**config.mk**
```make
export PLATFORM = sky130hd
export DESIGN_NAME = kdt_cell
export DESIGN_NICKNAME = d
export VERILOG_FILES = /design/src/hw/rtl/kdt_pkg.sv /design/src/hw/rtl/kdt_cell.sv
export SDC_FILE = /design/constraint.sdc
export NUM_CORES = 1
export LEC_CHECK = 0
export ABC_CLOCK_PERIOD_IN_PS = 3450
export BUFFER_PORTS_ARGS = -buffer_cell sky130_fd_sc_hd__buf_2
export CAP_MARGIN = 30
export CORE_ASPECT_RATIO = 0.5
export CORE_MARGIN = 2
export CORE_UTILIZATION = 42
export CTS_CLUSTER_SIZE = 25
export DETAILED_ROUTE_END_ITERATION = 16
export PLACE_DENSITY = 0.77
export SYNTH_ARGS = -nofsm -noshare
export SYNTH_HDL_FRONTEND = slang
export SYNTH_SLANG_ARGS = --single-unit
```
**constraint.sdc**
```tcl
create_clock -name clk -period 3.45 [get_ports clk]
set_clock_uncertainty 0.1 [all_clocks]
set_input_delay 0.69 -clock clk [delete_from_list [all_inputs] [get_ports clk]]
set_output_delay 0.69 -clock clk [all_outputs]
set_load 0.01 [all_outputs]
```
**src/hw/rtl/kdt_pkg.sv**
```systemverilog
// Shared types and constants for the keyed deque table.
package kdt_pkg;

  localparam int KEY_W        = 32;
  localparam int VAL_W        = 32;
  localparam int COUNT_W      = 7;
  localparam int DEF_CAPACITY = 64;

  typedef enum logic [2:0] {
    FN_PUSH_BACK  = 3'd0,
    FN_PUSH_FRONT = 3'd1,
    FN_POP_FRONT  = 3'd2,
    FN_POP_BACK   = 3'd3,
    FN_SEARCH     = 3'd4,
    FN_UPDATE     = 3'd5,
    FN_MAX        = 3'd6
  } func_t;

  typedef enum logic [1:0] {
    ST_OK    = 2'd0,
    ST_EMPTY = 2'd1,
    ST_NOKEY = 2'd2,
    ST_FULL  = 2'd3
  } status_t;

  typedef enum logic [1:0] {
    SH_HOLD,
    SH_LEFT,
    SH_RIGHT
  } shift_t;

  typedef enum logic [1:0] {
    S_IDLE,
    S_WALK,
    S_FINISH
  } state_t;

  typedef struct packed {
    logic signed [KEY_W-1:0] key;
    logic [VAL_W-1:0]        value;
  } entry_t;

  typedef struct packed {
    status_t status;
    entry_t  ent;
  } result_t;

  typedef struct packed {
    logic start;
    logic step;
    logic in_range;
    logic at_last;
    logic at_end;
  } scan_ctl_t;

endpackage

```
**src/hw/rtl/kdt_cell.sv**
```systemverilog
// One storage cell of the deque chain: holds one entry, shifts with its neighbors.
module kdt_cell
  import kdt_pkg::*;
(
  input  logic   clk,
  input  shift_t op,
  input  entry_t prev,
  input  entry_t next,
  output entry_t q
);

  always_ff @(posedge clk) begin
    case (op)
      SH_LEFT:  q <= next;
      SH_RIGHT: q <= prev;
      default:  q <= q;
    endcase
  end

endmodule

```
## Word level (Yosys, flattened, before mapping)

Cells that the tools add are included.
Widths: inputs -> output; s select.

- Mux-type cells: 1
- Equal/unequal tests: 2
- Reductions and logical operators: 1

Operator list:

| kind | number |
|---|---|
| $pmux 64 s2 | 1 |
| $eq 2x1->1 const B | 1 |
| $eq 2x2->1 const B | 1 |
| $reduce_bool 2->1 | 1 |

- Bits in registers: 64
- Logic and storage cells: 6
- Input bits: 131

## Logic depth before layout (Yosys ltp)

- Depth after elaboration: 2
- Mapped depth: 5

## Worst setup path after synthesis

OpenSTA, ideal clock, no wires.

- Path kind: input to register
- From: input port op[0]
- To: register q[0] (netlist name), enable pin
- Setup time: 0.418 ns
- Cell stages on the path: 3
- Path slack: 0.687 ns
- Data required time: 2.932 ns
- Buffers on the path: 0
- Data arrival time: 2.245 ns
- Cell sequence: inv_1 ha_1 inv_1

- Longest elaborated chain between the ends: 2
- Elaborated cells on any way between the ends: 3
- Classes of those cells: eq/ne (2); reduce/logical (1)

Ends and longest elaborated chain:

| item | line | text |
|---|---|---|
| start, declared | kdt_cell.sv:6 | `input shift_t op,` |
| $eq 2x2->1 / $eq 2x1->1 (equally long branches) | kdt_cell.sv:13 | `case (op)` |
| $reduce_bool 2->1 (no line) (*) | - |  |
| end signal, assigned | kdt_cell.sv:14 | `SH_LEFT: q <= next;` |
| end signal, assigned | kdt_cell.sv:15 | `SH_RIGHT: q <= prev;` |
| end signal, assigned | kdt_cell.sv:16 | `default: q <= q;` |
| end, declared | kdt_cell.sv:9 | `output entry_t q` |

Every way passes the cells marked *; elsewhere a longest branch is shown, timed or not.
A chain may end at the register's enable or synchronous reset.

## Final worst setup path

- From: input port op[0]
- To: register q[63] (netlist name) (data pin)

- Longest elaborated chain between the ends: 2
- Elaborated cells on any way between the ends: 3
- Classes of those cells: eq/ne (2); mux (1)

Ends and longest elaborated chain:

| item | line |
|---|---|
| $eq 2x2->1 / $eq 2x1->1 (equally long branches) | kdt_cell.sv:13 |
| $pmux 64 s2 (*) | kdt_cell.sv:13 |

Marks and branches as above.

==> metrics.md <==
| Metric | Value |
|---|---|
| Worst vdd ir | `0.000332 V` |
| Mapped Cells | `138` |
| P_int | `1680 uW` |
| Seq cells post-synth | `64` |
| Flop pwr share | `0.467` |
| Largest registers | `q (64)` |
| DRC violations left | `0` |
| CTS root buf | `clkbuf_16` |
| Setup tns final | `0 ns` |
| Setup bufs post-CTS | `0` |
| Clock-pin slew on the worst setup and hold paths | `0.05 ns` |
| Clk sinks | `64` |
| Cell row count | `21` |
| Final Wtd Congestion | `0.749` |
| WL/cell | `14.8 um` |
| Routed Wire Length | `6420 um` |
| Synthesized area | `3020 um^2` |
| GR Overflow Total | `0` |
| Part of the power in the clock network | `0.350` |
| Number of enable flip-flop cells after synthesis | `64` |
| Hold Buf Count CTS | `0` |
| Area leader, netlist | `edfxtp_1` |
| CP Launch Point | `op[0]` |
| Power Dens Cells | `510 nW/um^2` |
| Final period util | `0.632` |
| First-pass GRT wire length | `9510 um` |
| Initial antenna violation count | `0` |
| Most instantiated cells after synthesis | `edfxtp_1 (64), mux2_4 (60), buf_12 (6)` |
| Area Overhead vs Synth | `41.8%` |
| Leakage Power | `0.00202 uW` |
| Biggest register | `q` |
| Initial core utilization | `0.442` |
| Global Route Usage Sum | `0.162` |
| Switching share of power | `0.231` |
| Post-DRT Antenna Nets | `0` |
| Syn Nets | `270` |
| H-tree level count | `3` |
| CP required | `3.41 ns` |
| Die Span X | `124 um` |
| Top FF cell, synth | `edfxtp_1` |
| Drt pass-1 iters | `4` |
| Final Slew Violations | `0` |
| Die height | `64.0 um` |
| Critical path endpoint category | `register` |
| Max clock buf depth | `2` |
| Psw | `504 uW` |
| Final design area excluding fillers | `4280 um^2` |
| Largest net degree at the start of global routing | `35` |
| Core area | `6830 um^2` |
| Combinational fraction of design power | `0.184` |
| Crit Path Max Fanout | `34` |
| Die Area | `7920 um^2` |
| Slew @ Worst Pin | `0.652 ns` |
| Top-count cell post-synth | `edfxtp_1` |
| Synth top area share | `0.637` |
| Pre-CTS WS | `0.930 ns` |
| Max reg flops | `64` |
| Post-cts resize count | `0` |
| # IOs | `195` |
| Synth unique cells | `7` |
| Ys async rst share | `0` |
| RSZ-0062 raised after global routing | `false` |
| Worst min-delay path startpoint | `prev[24]` |
| Layout cells sized above 1 | `0.799` |
| Antenna Cells | `0` |
| Initial drt markers | `119` |
| Nets | `470` |
| Final min period | `2.18 ns` |
| Avg Synthesized Cell Area | `21.9 um^2` |
| Worst Path Arrival | `2.14 ns` |
| TritonCTS clock tree | `built` |
| Hpwl dp | `5050 um` |
| Hold crit path type | `in2reg` |
| Status | `complete, no violations` |
| CP Class | `in2reg` |
| Via Count | `1946` |
| Total CTS buffers | `9` |
| Placed Instance Area | `4030 um^2` |
| Post-synthesis sequential area ratio | `0.637` |
| Worst Setup Start Kind | `input pin` |
| Synth top area cells | `edfxtp_1 (64%), mux2_4 (30%), buf_12 (4.0%), mux2_2 (1.5%), ha_1 (0.41%)` |
| Synthesis Warnings | `0` |
| Final Setup Violations | `0` |
| Final Worst Setup Slack | `1.27 ns` |
| Total Power | `2190 uW` |
| Relative slew slack | `0.565` |
| Input/output buffers | `194` |
| Vias in the first global route | `1986` |
| Final hold viol count | `0` |
| Max-cap violation count | `0` |
| Fmax | `459 MHz` |
| Vias per inst | `4.47` |
[cell type report]
cell class                 instances  area, um^2
sequential                        64        1920
clock inverter                     6        26.3
fill                             552        2550
timing repair buffer             196        1010
clock buffer                      10         229
multi-input combinational         65         971
tap                               92         115
inverter                           2        7.51
[cells in the final DEF, fill, tap and decap left out]
cell type,n
buf_12,2
buf_2,194
clkbuf_1,1
clkbuf_16,9
clkinv_1,3
clkinv_2,3
edfxtp_1,64
ha_4,1
inv_1,1
inv_2,1
mux2_2,4
mux2_4,60
[layer usage]
metal | track usage | vias up | part of all wire
met2 | 0.303 | 68 | 0.58
met4 | 0.0506 | 0 | 0.0090
met1 | 0.168 | 931 | 0.36
met5 | 0 | - | 0
li1 | - | 939 | -
met3 | 0.0589 | 8 | 0.059
[per-stage QoR]
| stage | hold WS (ns) | utilization | instances |
|---|---|---|---|
| 2_1_floorplan | 0.807 | - | 138 |
| 3_3_place_gp | 0.891 | 0.589 | 419 |
| 3_5_place_dp | 0.893 | 0.589 | 419 |
| 4_1_cts | 0.558 | 0.627 | 435 |
| 5_1_grt | 0.557 | 0.627 | 435 |
| 6_report | 0.569 | 0.627 | 435 |
[worst paths after layout]
path | cells past startpoint | slack (ns) | end
hold / removal | 2 | 0.57 | q[24]
setup / recovery | 5 | 1.27 | q[63]
[cells by family after synthesis]
kind of cell,after synthesis,share of synthesized area
multiplexers,64,0.313
flip-flops,64,0.637
buffers and inverters,9,0.0460
adder cells (fa/ha/maj),1,0.00414
[power by group through the flow]
stage	Clock [uW]	Sequential (uW)	Combinational, uW
6_report	764	1020	401
2_1_floorplan	0	1100	148
4_1_cts	784	1020	408
3_3_place_gp	0	1030	397
3_5_place_dp	0	1040	408
5_1_grt	821	1030	432
[worst max-delay path: stages]
cell and delay [ns]:
buf_2 0.09, inv_1 0.09, ha_4 0.54, buf_12 0.33, mux2_2 0.38
No activity file was read; power rests on OpenSTA's default activity.
