<file path="src/hw/rtl/kdt_pkg.sv">
// Shared types and constants for the keyed deque table.
package kdt_pkg;

  localparam int KEY_W        = 32;
  localparam int VAL_W        = 32;
  localparam int COUNT_W      = 7;
  localparam int DEF_CAPACITY = 64;

  typedef enum logic [2:0] {
    FN_PUSH_BACK  = 3'd0,
    FN_PUSH_FRONT = 3'd1,
    FN_POP_FRONT  = 3'd2,
    FN_POP_BACK   = 3'd3,
    FN_SEARCH     = 3'd4,
    FN_UPDATE     = 3'd5,
    FN_MAX        = 3'd6
  } func_t;

  typedef enum logic [1:0] {
    ST_OK    = 2'd0,
    ST_EMPTY = 2'd1,
    ST_NOKEY = 2'd2,
    ST_FULL  = 2'd3
  } status_t;

  typedef enum logic [1:0] {
    SH_HOLD,
    SH_LEFT,
    SH_RIGHT
  } shift_t;

  typedef enum logic [1:0] {
    S_IDLE,
    S_WALK,
    S_FINISH
  } state_t;

  typedef struct packed {
    logic signed [KEY_W-1:0] key;
    logic [VAL_W-1:0]        value;
  } entry_t;

  typedef struct packed {
    status_t status;
    entry_t  ent;
  } result_t;

  typedef struct packed {
    logic start;
    logic step;
    logic in_range;
    logic at_last;
    logic at_end;
  } scan_ctl_t;

endpackage

</file>
<file path="src/hw/rtl/kdt_scan.sv">
// Walk unit: watches the front cell while the ring rotates and gathers the result.
module kdt_scan
  import kdt_pkg::*;
(
  input  logic      clk,
  input  logic      rst,
  input  scan_ctl_t ctl,
  input  func_t     op,
  input  entry_t    item,
  input  entry_t    head,
  output entry_t    wrap,
  output result_t   res
);

  logic   hit;
  entry_t found;
  logic   first;

  assign first = !hit && ctl.in_range && (head.key == item.key);

  // Entry leaving the front re-enters at the back, changed where the op asks.
  always_comb begin
    wrap = head;
    if (op == FN_UPDATE && first) wrap.value = item.value;
    if (op == FN_PUSH_BACK && ctl.at_end) wrap = item;
  end

  always_ff @(posedge clk) begin
    if (rst || ctl.start) begin
      hit <= 1'b0;
    end else if (ctl.step) begin
      case (op)
        FN_SEARCH, FN_UPDATE: begin
          if (first) begin
            hit   <= 1'b1;
            found <= wrap;
          end
        end
        FN_MAX: begin
          // strict compare keeps ties at the entry nearest the front
          if (ctl.in_range && (!hit || head.value > found.value)) begin
            hit   <= 1'b1;
            found <= head;
          end
        end
        FN_POP_BACK: begin
          if (ctl.at_last) begin
            hit   <= 1'b1;
            found <= head;
          end
        end
        default: ;
      endcase
    end
  end

  always_comb begin
    res.status = ST_OK;
    res.ent    = '0;
    case (op)
      FN_PUSH_BACK:          res.ent = item;
      FN_POP_BACK, FN_MAX:   res.ent = found;
      FN_SEARCH, FN_UPDATE: begin
        if (hit) res.ent = found;
        else res.status = ST_NOKEY;
      end
      default: ;
    endcase
  end

endmodule

</file>
<file path="config.mk">
export PLATFORM = sky130hd
export DESIGN_NAME = kdt_scan
export DESIGN_NICKNAME = d
export VERILOG_FILES = /design/src/hw/rtl/kdt_pkg.sv /design/src/hw/rtl/kdt_scan.sv
export SDC_FILE = /design/constraint.sdc
export NUM_CORES = 1
export LEC_CHECK = 0
export BUFFER_PORTS_ARGS = -buffer_cell sky130_fd_sc_hd__buf_4
export CAP_MARGIN = 30
export CORE_ASPECT_RATIO = 0.9
export CORE_UTILIZATION = 30
export DETAILED_ROUTE_END_ITERATION = 16
export GPL_ROUTABILITY_DRIVEN = 1
export HOLD_SLACK_MARGIN = 0.12
export PLACE_DENSITY_LB_ADDON = 0.3
export RECOVER_POWER = 50
export SYNTH_ARGS = -nofsm -noshare
export SYNTH_HDL_FRONTEND = slang
export SYNTH_SLANG_ARGS = --single-unit
</file>
<file path="constraint.sdc">
create_clock -name clk -period 7.4 [get_ports clk]
set_input_delay 0.74 -clock clk [delete_from_list [all_inputs] [get_ports clk]]
set_output_delay 0.74 -clock clk [all_outputs]
set_load 0.005 [all_outputs]
</file>
; ---- Word level (Yosys, flattened, before mapping)
; Index checks and enable logic that the tools add are counted.
[op_classes]
n_lt_le_gt_ge = 1
eq_ne = 8
muxes = 14
bitwise = 1
n_reduce_logical = 14
[ops]
columns = op, count
row1 = case mux 64 bit (3 select lines), 2
row2 = two-way mux 64 bit, 5
row3 = == test 32 bit, 1
row4 = > comparator 32 bit, 1
row5 = two-way mux 32 bit, 1
row6 = "== test 3 bit, second input constant", 3
row7 = "!= test 2 bit, second input constant", 3
row8 = AND reduction 6 bit, 1
row9 = logical AND 1 bit, 5
row10 = AND reduction 5 bit, 1
row11 = two-way mux 2 bit, 2
row12 = OR reduction 2 bit, 2
row13 = "== test 3 x 2 -> 1 bit, second input constant", 1
row14 = logical NOT 3 bit, 1
row15 = two-way mux 1 bit, 3
row16 = case mux 1 bit (3 select lines), 1
row17 = nonzero test 3 bit, 1
row18 = logical OR 1 bit, 2
row19 = logical NOT 1 bit, 1
row20 = NOT 1 bit, 1
[totals]
regBits = 65
inputBits = 138
out_inout_bits = 130
word_cells = 41

; ---- Longest topological paths before layout
; Gate-level depths: netlist of run 1.
[depth]
depth_word = 8
mapped_depth = 8
ltp_nobuf = 8

; ---- Worst setup path after synthesis of run 1
; Ideal clock, no wire load.
[synth_timing]
kind = input -> register
from = input head[31] (netlist name)
to = register found[0] (netlist name), enable pin
setup_ns = 0.428
arrival_time_ns = 3.557
t_required_ns = 6.972
path_slack_ns = 3.415
path_stages = 7
n_path_buf = 0
cell_sequence = ha_1 nand4_1 or4_1 nor2_1 o31a_1 or3_1 and2_1
[synth_via]
elab_chain_len = 5
[synth_lines]
columns = item, line
row1 = from (decl), kdt_scan.sv:10  ; input entry_t head,
row2 = > comparator 32 bit, kdt_scan.sv:41  ; if (ctl.in_range && (!hit || head.value > found.value)) begin
row3 = logical OR 1 bit, kdt_scan.sv:41
row4 = logical AND 1 bit, kdt_scan.sv:41
row5 = != test 2 bit (no source line), -
row6 = AND reduction 6 bit (no source line), -
row7 = to (signal assigned), kdt_scan.sv:36  ; found <= wrap;
row8 = to (decl), kdt_scan.sv:16  ; entry_t found;
; Every way passes these cells.
; A chain may end at the register's enable or synchronous reset.

==> flow_summary.toml, run 1 <==
[cts]
post_cts_buffers = 0
hold_buffers = 0
cts_resized = 0
cts_sinks = 65
cts_tree = "built"
cts_buffer_depth = 2
cts_htree_levels = 3
clk_pin_slew_worst_paths_ns = 0.05
clock_latency_ns = 0.34
numCtsBuffers = 9
clock-root-buffer = "clkbuf_16"

[floorplan]
core_um2 = 18500
rows = 47
die_h_um = 133
dieArea_um2 = 19600
start_util = 0.308
ios = 268
die_w_um = 147

[logic_synthesis]
synth_cells = 468
ys_warn_count = 0
synth_seq_cells = 65
ys_types = 41
yosysSeqAreaShare = 0.340
netlist_area_um2 = 5710
syn_nets = 638
postSynthAreaPerCell_um2 = 12.2

[cells_and_area]
num_antenna_cells = 0
drive_gt1_frac = 0.530
final_cell_mix = "buf_4 (208), mux2_2 (68), a22o_1 (64), edfxtp_1 (64), mux2_4 (60)"
final_common_cell = "buf_4"
post_layout_nonfiller_instances = 971
area.growth.synth_to_final_pct = 39.7
num-nets-final = 891

[sta]
setup_violations = 0
period_minus_slack_ns = 5.63
post-route-period-util = 0.761
rsz0062_at_grt = "no"
fmax_mhz = 178
finalHoldViolCount = 0
tightest_slew_ns = 3.87
finalMaxSlewViolations = 96
finalClockSkew_ns = 0.00952
relSlewSlack = -1.61
fin_setup_tns_ns = 0

[placement]
dp_cells = 955
place.gp.congestion = 0.752
io_buffers = 266
dp_hpwl_um = 12500

[job]
cap_violations = 2

[setup_path]
crit_type = "input port to output pin"
timing.rr.start = "found[31]"
required_ns = 6.66
start_kind = "input port"
arrival_ns = 4.89
cp-end-kind = "output pin"
startpoint = "op[2]"
crit_fanout = 35

[route]
via_per_inst = 4.83
wirelength_um = 16800
ant_nets = 0
drc = 0
vias = 4693
wl_per_cell_um = 17.3
drt-initial-drc-count = 156
dr.pass1.iters = 4

[status]
violations = "max-capacitance violations, max-slew violations"
status = "finished with violations"

[grt]
grt_start_max_net_pins = 66
grtUsageTotal = 0.170
grt_overflow = 0
grt_pass1_wl_um = 25700
grt_pass1_vias = 4572
grt_antenna_before_repair = 0

[power_and_ir_drop]
p_leak_nw = 3.45
powerDensity_nw_per_um2 = 140
peakVddDrop_mv = 0.0935

[hold_path]
worstHoldPathType = "flop to flop"
hold_path_startpoint = "hit"
[area by class of cell]
class                           instances  area (um2)
Clock buffer                           10         229
Clock inverter                          6        35.0
Fill cell                            1806       10600
Inverter                               34         128
Multi-Input combinational cell        340        3410
Sequential cell                        65        1940
Tap cell                              245         307
Timing Repair Buffer                  271        1920
[registers in the layout (all words and copies together), names as in the netlist]
name,flops
found,64
hit,1
[cells by family (layout without fill, tap and decap cells)]
| logic type | Yosys count | count (layout) | share of synthesized area |
|---|---|---|---|
| muxes | 128 | 128 | 0.292 |
| AOI/OAI and AO/OA | 97 | 97 | 0.135 |
| DFF | 65 | 65 | 0.340 |
| buffers and inverters | 63 | 321 | 0.0636 |
| and+or+nand+nor | 50 | 50 | 0.0491 |
| adders and majority gates | 32 | 32 | 0.0701 |
| xor gates and xnor gates | 32 | 32 | 0.0491 |
| other | 1 | 1 | 0.000657 |
[power by group]
part / total (mW) / internal, mW / switching (mW)
clock network: 0.391 / 0.224 / 0.167
registers: 0.417 / 0.414 / 0.00297
logic: 0.308 / 0.181 / 0.127
total: 1.12 / 0.819 / 0.297
[critical path: stages]
cell and delay, ns:
clkbuf_1 0.16, o21ai_0 2.91, buf_4 0.72, a22o_1 0.20
clkbuf_1 0.13
[synthesized netlist by cell type (all sizes together)]
| master | instances | area share |
|---|---|---|
| a2111o | 1 | 0.0020 |
| a211oi | 1 | 0.0013 |
| a21boi | 1 | 0.0013 |
| a21o | 3 | 0.0039 |
| a21oi | 13 | 0.011 |
| a221oi | 1 | 0.0015 |
| a22o | 65 | 0.10 |
| a31oi | 1 | 0.0011 |
| and2 | 2 | 0.0022 |
| and2b | 1 | 0.0013 |
| buf | 15 | 0.032 |
| clkbuf | 14 | 0.0092 |
| conb | 1 | 0.00066 |
| dfxtp | 1 | 0.0035 |
| edfxtp | 64 | 0.34 |
| ha | 32 | 0.070 |
| inv | 34 | 0.022 |
| mux2 | 128 | 0.29 |
| nand2 | 5 | 0.0033 |
| nand2b | 2 | 0.0022 |
| nand3 | 5 | 0.0044 |
| nand3b | 1 | 0.0013 |
| nand4 | 13 | 0.014 |
| nor2 | 6 | 0.0039 |
| nor2b | 5 | 0.0055 |
| nor3 | 3 | 0.0026 |
| nor3b | 1 | 0.0013 |
| nor4 | 4 | 0.0044 |
| o211ai | 3 | 0.0039 |
| o21ai | 6 | 0.0053 |
| o21bai | 1 | 0.0020 |
| o31a | 1 | 0.0015 |
| or3 | 1 | 0.0011 |
| or4 | 1 | 0.0013 |
| xnor2 | 24 | 0.037 |
| xor2 | 8 | 0.012 |
[worst paths after layout]
check,end,slack [ns],cells after the start
min reg2reg,hit,0.60,1
max reg2reg,found[45],2.68,8
min,hit,0.60,1
max,res[44],1.77,5
[per-layer routing]
metal  share of wire  wire, um  track usage
met1            0.44      7440        0.213
met2            0.46      7790        0.279
met3           0.085      1440       0.0579
met4          0.0094       159       0.0412
met5               0         0            0
[per-stage QoR]
step	power, mW	hold slack [ns]	setup slack [ns]	area (um2)	util
after global placement	0.744	0.581	2.50	7840	0.423
final	1.12	0.603	1.77	7970	0.430
after detailed placement	0.745	0.587	2.48	7840	0.423
after global routing	1.18	0.624	1.28	7970	0.430
after floorplan	0.569	0.501	3.41	5710	-
after CTS	1.15	0.606	2.48	8110	0.438
Note: power is estimated with default switching activity, not from simulation.
==> inputs of run 2 (changes only) <==
Settings changed: ABC_AREA from default to 1.
Clock period 7.4 ns to 5.15 ns, I/O delays scaled along.
==> run 2 against run 1 <==
Against the previous run:
- worst hold slack got worse by 0.16 ns
- sequential power rose by 43%
- worst setup slack worse by 0.40 ns
- non-clock buffer count grew 2
- global-route usage grew 2.6 points
- sequential share of layout area up 0.81 points
- area after synthesis down 7.2%
- highest routed layer unchanged
- the run still ends with max-capacitance violations, max-slew violations left
- first-iteration DRC count is 58% higher
- final cell count grew 29%
==> flow_summary.toml, run 2 <==
[setup_path]
start_kind = "input port"
r2r_cells = 13
cp_cell_sequence = "buf_4 -> nor3_4 -> nand2_4 -> clkbuf_2 -> o21ai_0 -> buf_4"
crit_top_cell = "buf_4"
arrival_ns = 3.26
timing.rr.start = "found[31]"
timing.rr.end = "found[40]"
crit_fanout = 96
crit_type = "input port to output pin"
required_ns = 4.64
cp-end-kind = "output pin"
cp_slowest_cell = "clkbuf_2"
r2r_slack_ns = 1.97
slowest_delay_ns = 0.91

[grt]
grt_pass1_vias = 5460
grt_pass1_wl_um = 27500
grtUsageMet2 = 0.342
grt_overflow = 0
grt_antenna_before_repair = 0
grt_util_met3 = 0.0635
met1_usage = 0.230
grt_start_max_net_pins = 97
grt-busiest-layer = "met2"
grtUsageTotal = 0.196

[route]
drc = 0
vias = 5793
wirelength_um = 17700
wl_per_cell_um = 14.1
ant_nets = 0
dr.pass1.iters = 5
via_per_inst = 4.62
drt-initial-drc-count = 246

[logic_synthesis]
postSynthAreaPerCell_um2 = 6.93
synth_ff_type = "edfxtp_1"
yosys.area.top_type = "edfxtp_1"
netlist_area_um2 = 5300
yosysSeqAreaShare = 0.367
syn_nets = 934
synthArstFlopShare = 0
synth_top_area_share = 0.363
ys_warn_count = 0
synth_area_leaders = "edfxtp_1 (36%), nand2_1 (17%), o21ai_0 (10%), inv_1 (8.8%), ha_1 (7.6%)"
synth_top_cells_by_count = "nand2_1 (243), inv_1 (124), o21ai_0 (106), edfxtp_1 (64), nand3_1 (41)"
synth.most_common_cell = "nand2_1"
synth_seq_cells = 65
ys_types = 31
synth_cells = 764
synth_edf_count = 64

[hold_path]
whs_path_depth = 4
hold-path-endpoint = "hit"
worstHoldPathType = "input port to flop"
hold_path_startpoint = "rst"

[cts]
post_cts_buffers = 0
clock_latency_ns = 0.34
cts_tree = "built"
numCtsBuffers = 9
cts_resized = 0
cts_buffer_depth = 2
hold_buffers = 0
clk_pin_slew_worst_paths_ns = 0.06
cts_sinks = 65
cts_htree_levels = 3
clock-root-buffer = "clkbuf_16"

[cells_and_area]
reg_top3 = "found: 64 flops, hit: 1 flops"
postLayoutCellArea_um2 = 7720
final_common_cell = "buf_4"
num_antenna_cells = 0
nFillCells = 1773
area.growth.synth_to_final_pct = 45.7
final_cell_mix = "buf_4 (250), nand2_1 (244), inv_1 (124), o21ai_0 (106), edfxtp_1 (64)"
regMostFlops = "found"
utilization = 0.452
num-nets-final = 1185
largest_reg_flops = 64
drive_gt1_frac = 0.295
post_layout_nonfiller_instances = 1255

[placement]
dp_cells = 1239
dp_hpwl_um = 13500
io_buffers = 266
dpl_cell_area_um2 = 7500
pre_cts_ws_ns = 1.99
place.gp.congestion = 0.822

[sta]
finalMaxSlewViolations = 96
fin_setup_tns_ns = 0
finalClockSkew_ns = 0.00682
fin_ws_ns = 1.38
finalHoldViolCount = 0
tightest_slew_ns = 1.50
post-route-period-util = 0.733
fmax_mhz = 265
whs_ns = 0.440
rsz0062_at_grt = "no"
setup_violations = 0
relSlewSlack = -0.00258
period_minus_slack_ns = 3.77

[status]
violations = "max-capacitance violations, max-slew violations"
status = "finished with violations"

[floorplan]
dieArea_um2 = 18200
core_um2 = 17100
die_h_um = 128
rows = 45
die_w_um = 142
start_util = 0.310
ios = 268

[power_and_ir_drop]
powerDensity_nw_per_um2 = 203
p_total_mw = 1.56
peakVddDrop_mv = 0.142
p_leak_nw = 4.08

[job]
cap_violations = 1
[run 2: worst max path at each step]
stage | startpoint | endpoint | slack [ns]
detailed placement | head[23] | found[43] | 1.99
global route | op[0] | wrap[0] | 0.98
floorplan | head[15] | found[0] | 2.06
CTS | op[2] | wrap[33] | 1.99
global placement | op[2] | wrap[33] | 2.02
finish | op[2] | wrap[33] | 1.38
[run 2: power by group]
group,leakage [nW],switching [mW],total [mW],internal (mW)
combinational,3.37,0.202,0.407,0.205
clock,0.120,0.239,0.560,0.321
sequential,0.587,0.00209,0.596,0.594
[run 2: per-layer routing]
metal,up-vias,wire [um]
met4,0,172
li1,3001,-
met2,225,8630
met5,-,0
met3,10,1590
met1,2557,7350
[run 2: logic make-up after synthesis]
family	Yosys count	synth area share
buf+inv	165	0.124
fa+ha+maj	32	0.0756
compound gates	160	0.162
flops	65	0.367
other cells	1	0.000708
xor+xnor	9	0.0149
simple gates	332	0.256
[run 2: final cells by class]
cell class | instances | area [um2] | share of cell area
Sequential cell | 65 | 1940 | 0.252
Tap cell | 235 | 294 | 0.0381
Multi-Input combinational cell | 534 | 2700 | 0.350
Timing Repair Buffer | 273 | 2020 | 0.262
Inverter | 132 | 495 | 0.0642
Clock inverter | 6 | 35.0 | 0.00454
Clock buffer | 10 | 229 | 0.0297
[run 2: worst max-delay path: cells and delay by family]
family,cells,cell delay [ns]
AO/OA/AOI/OAI,1,0.55
buffers and inverters,3,1.22
AND/OR/NAND/NOR,2,0.93
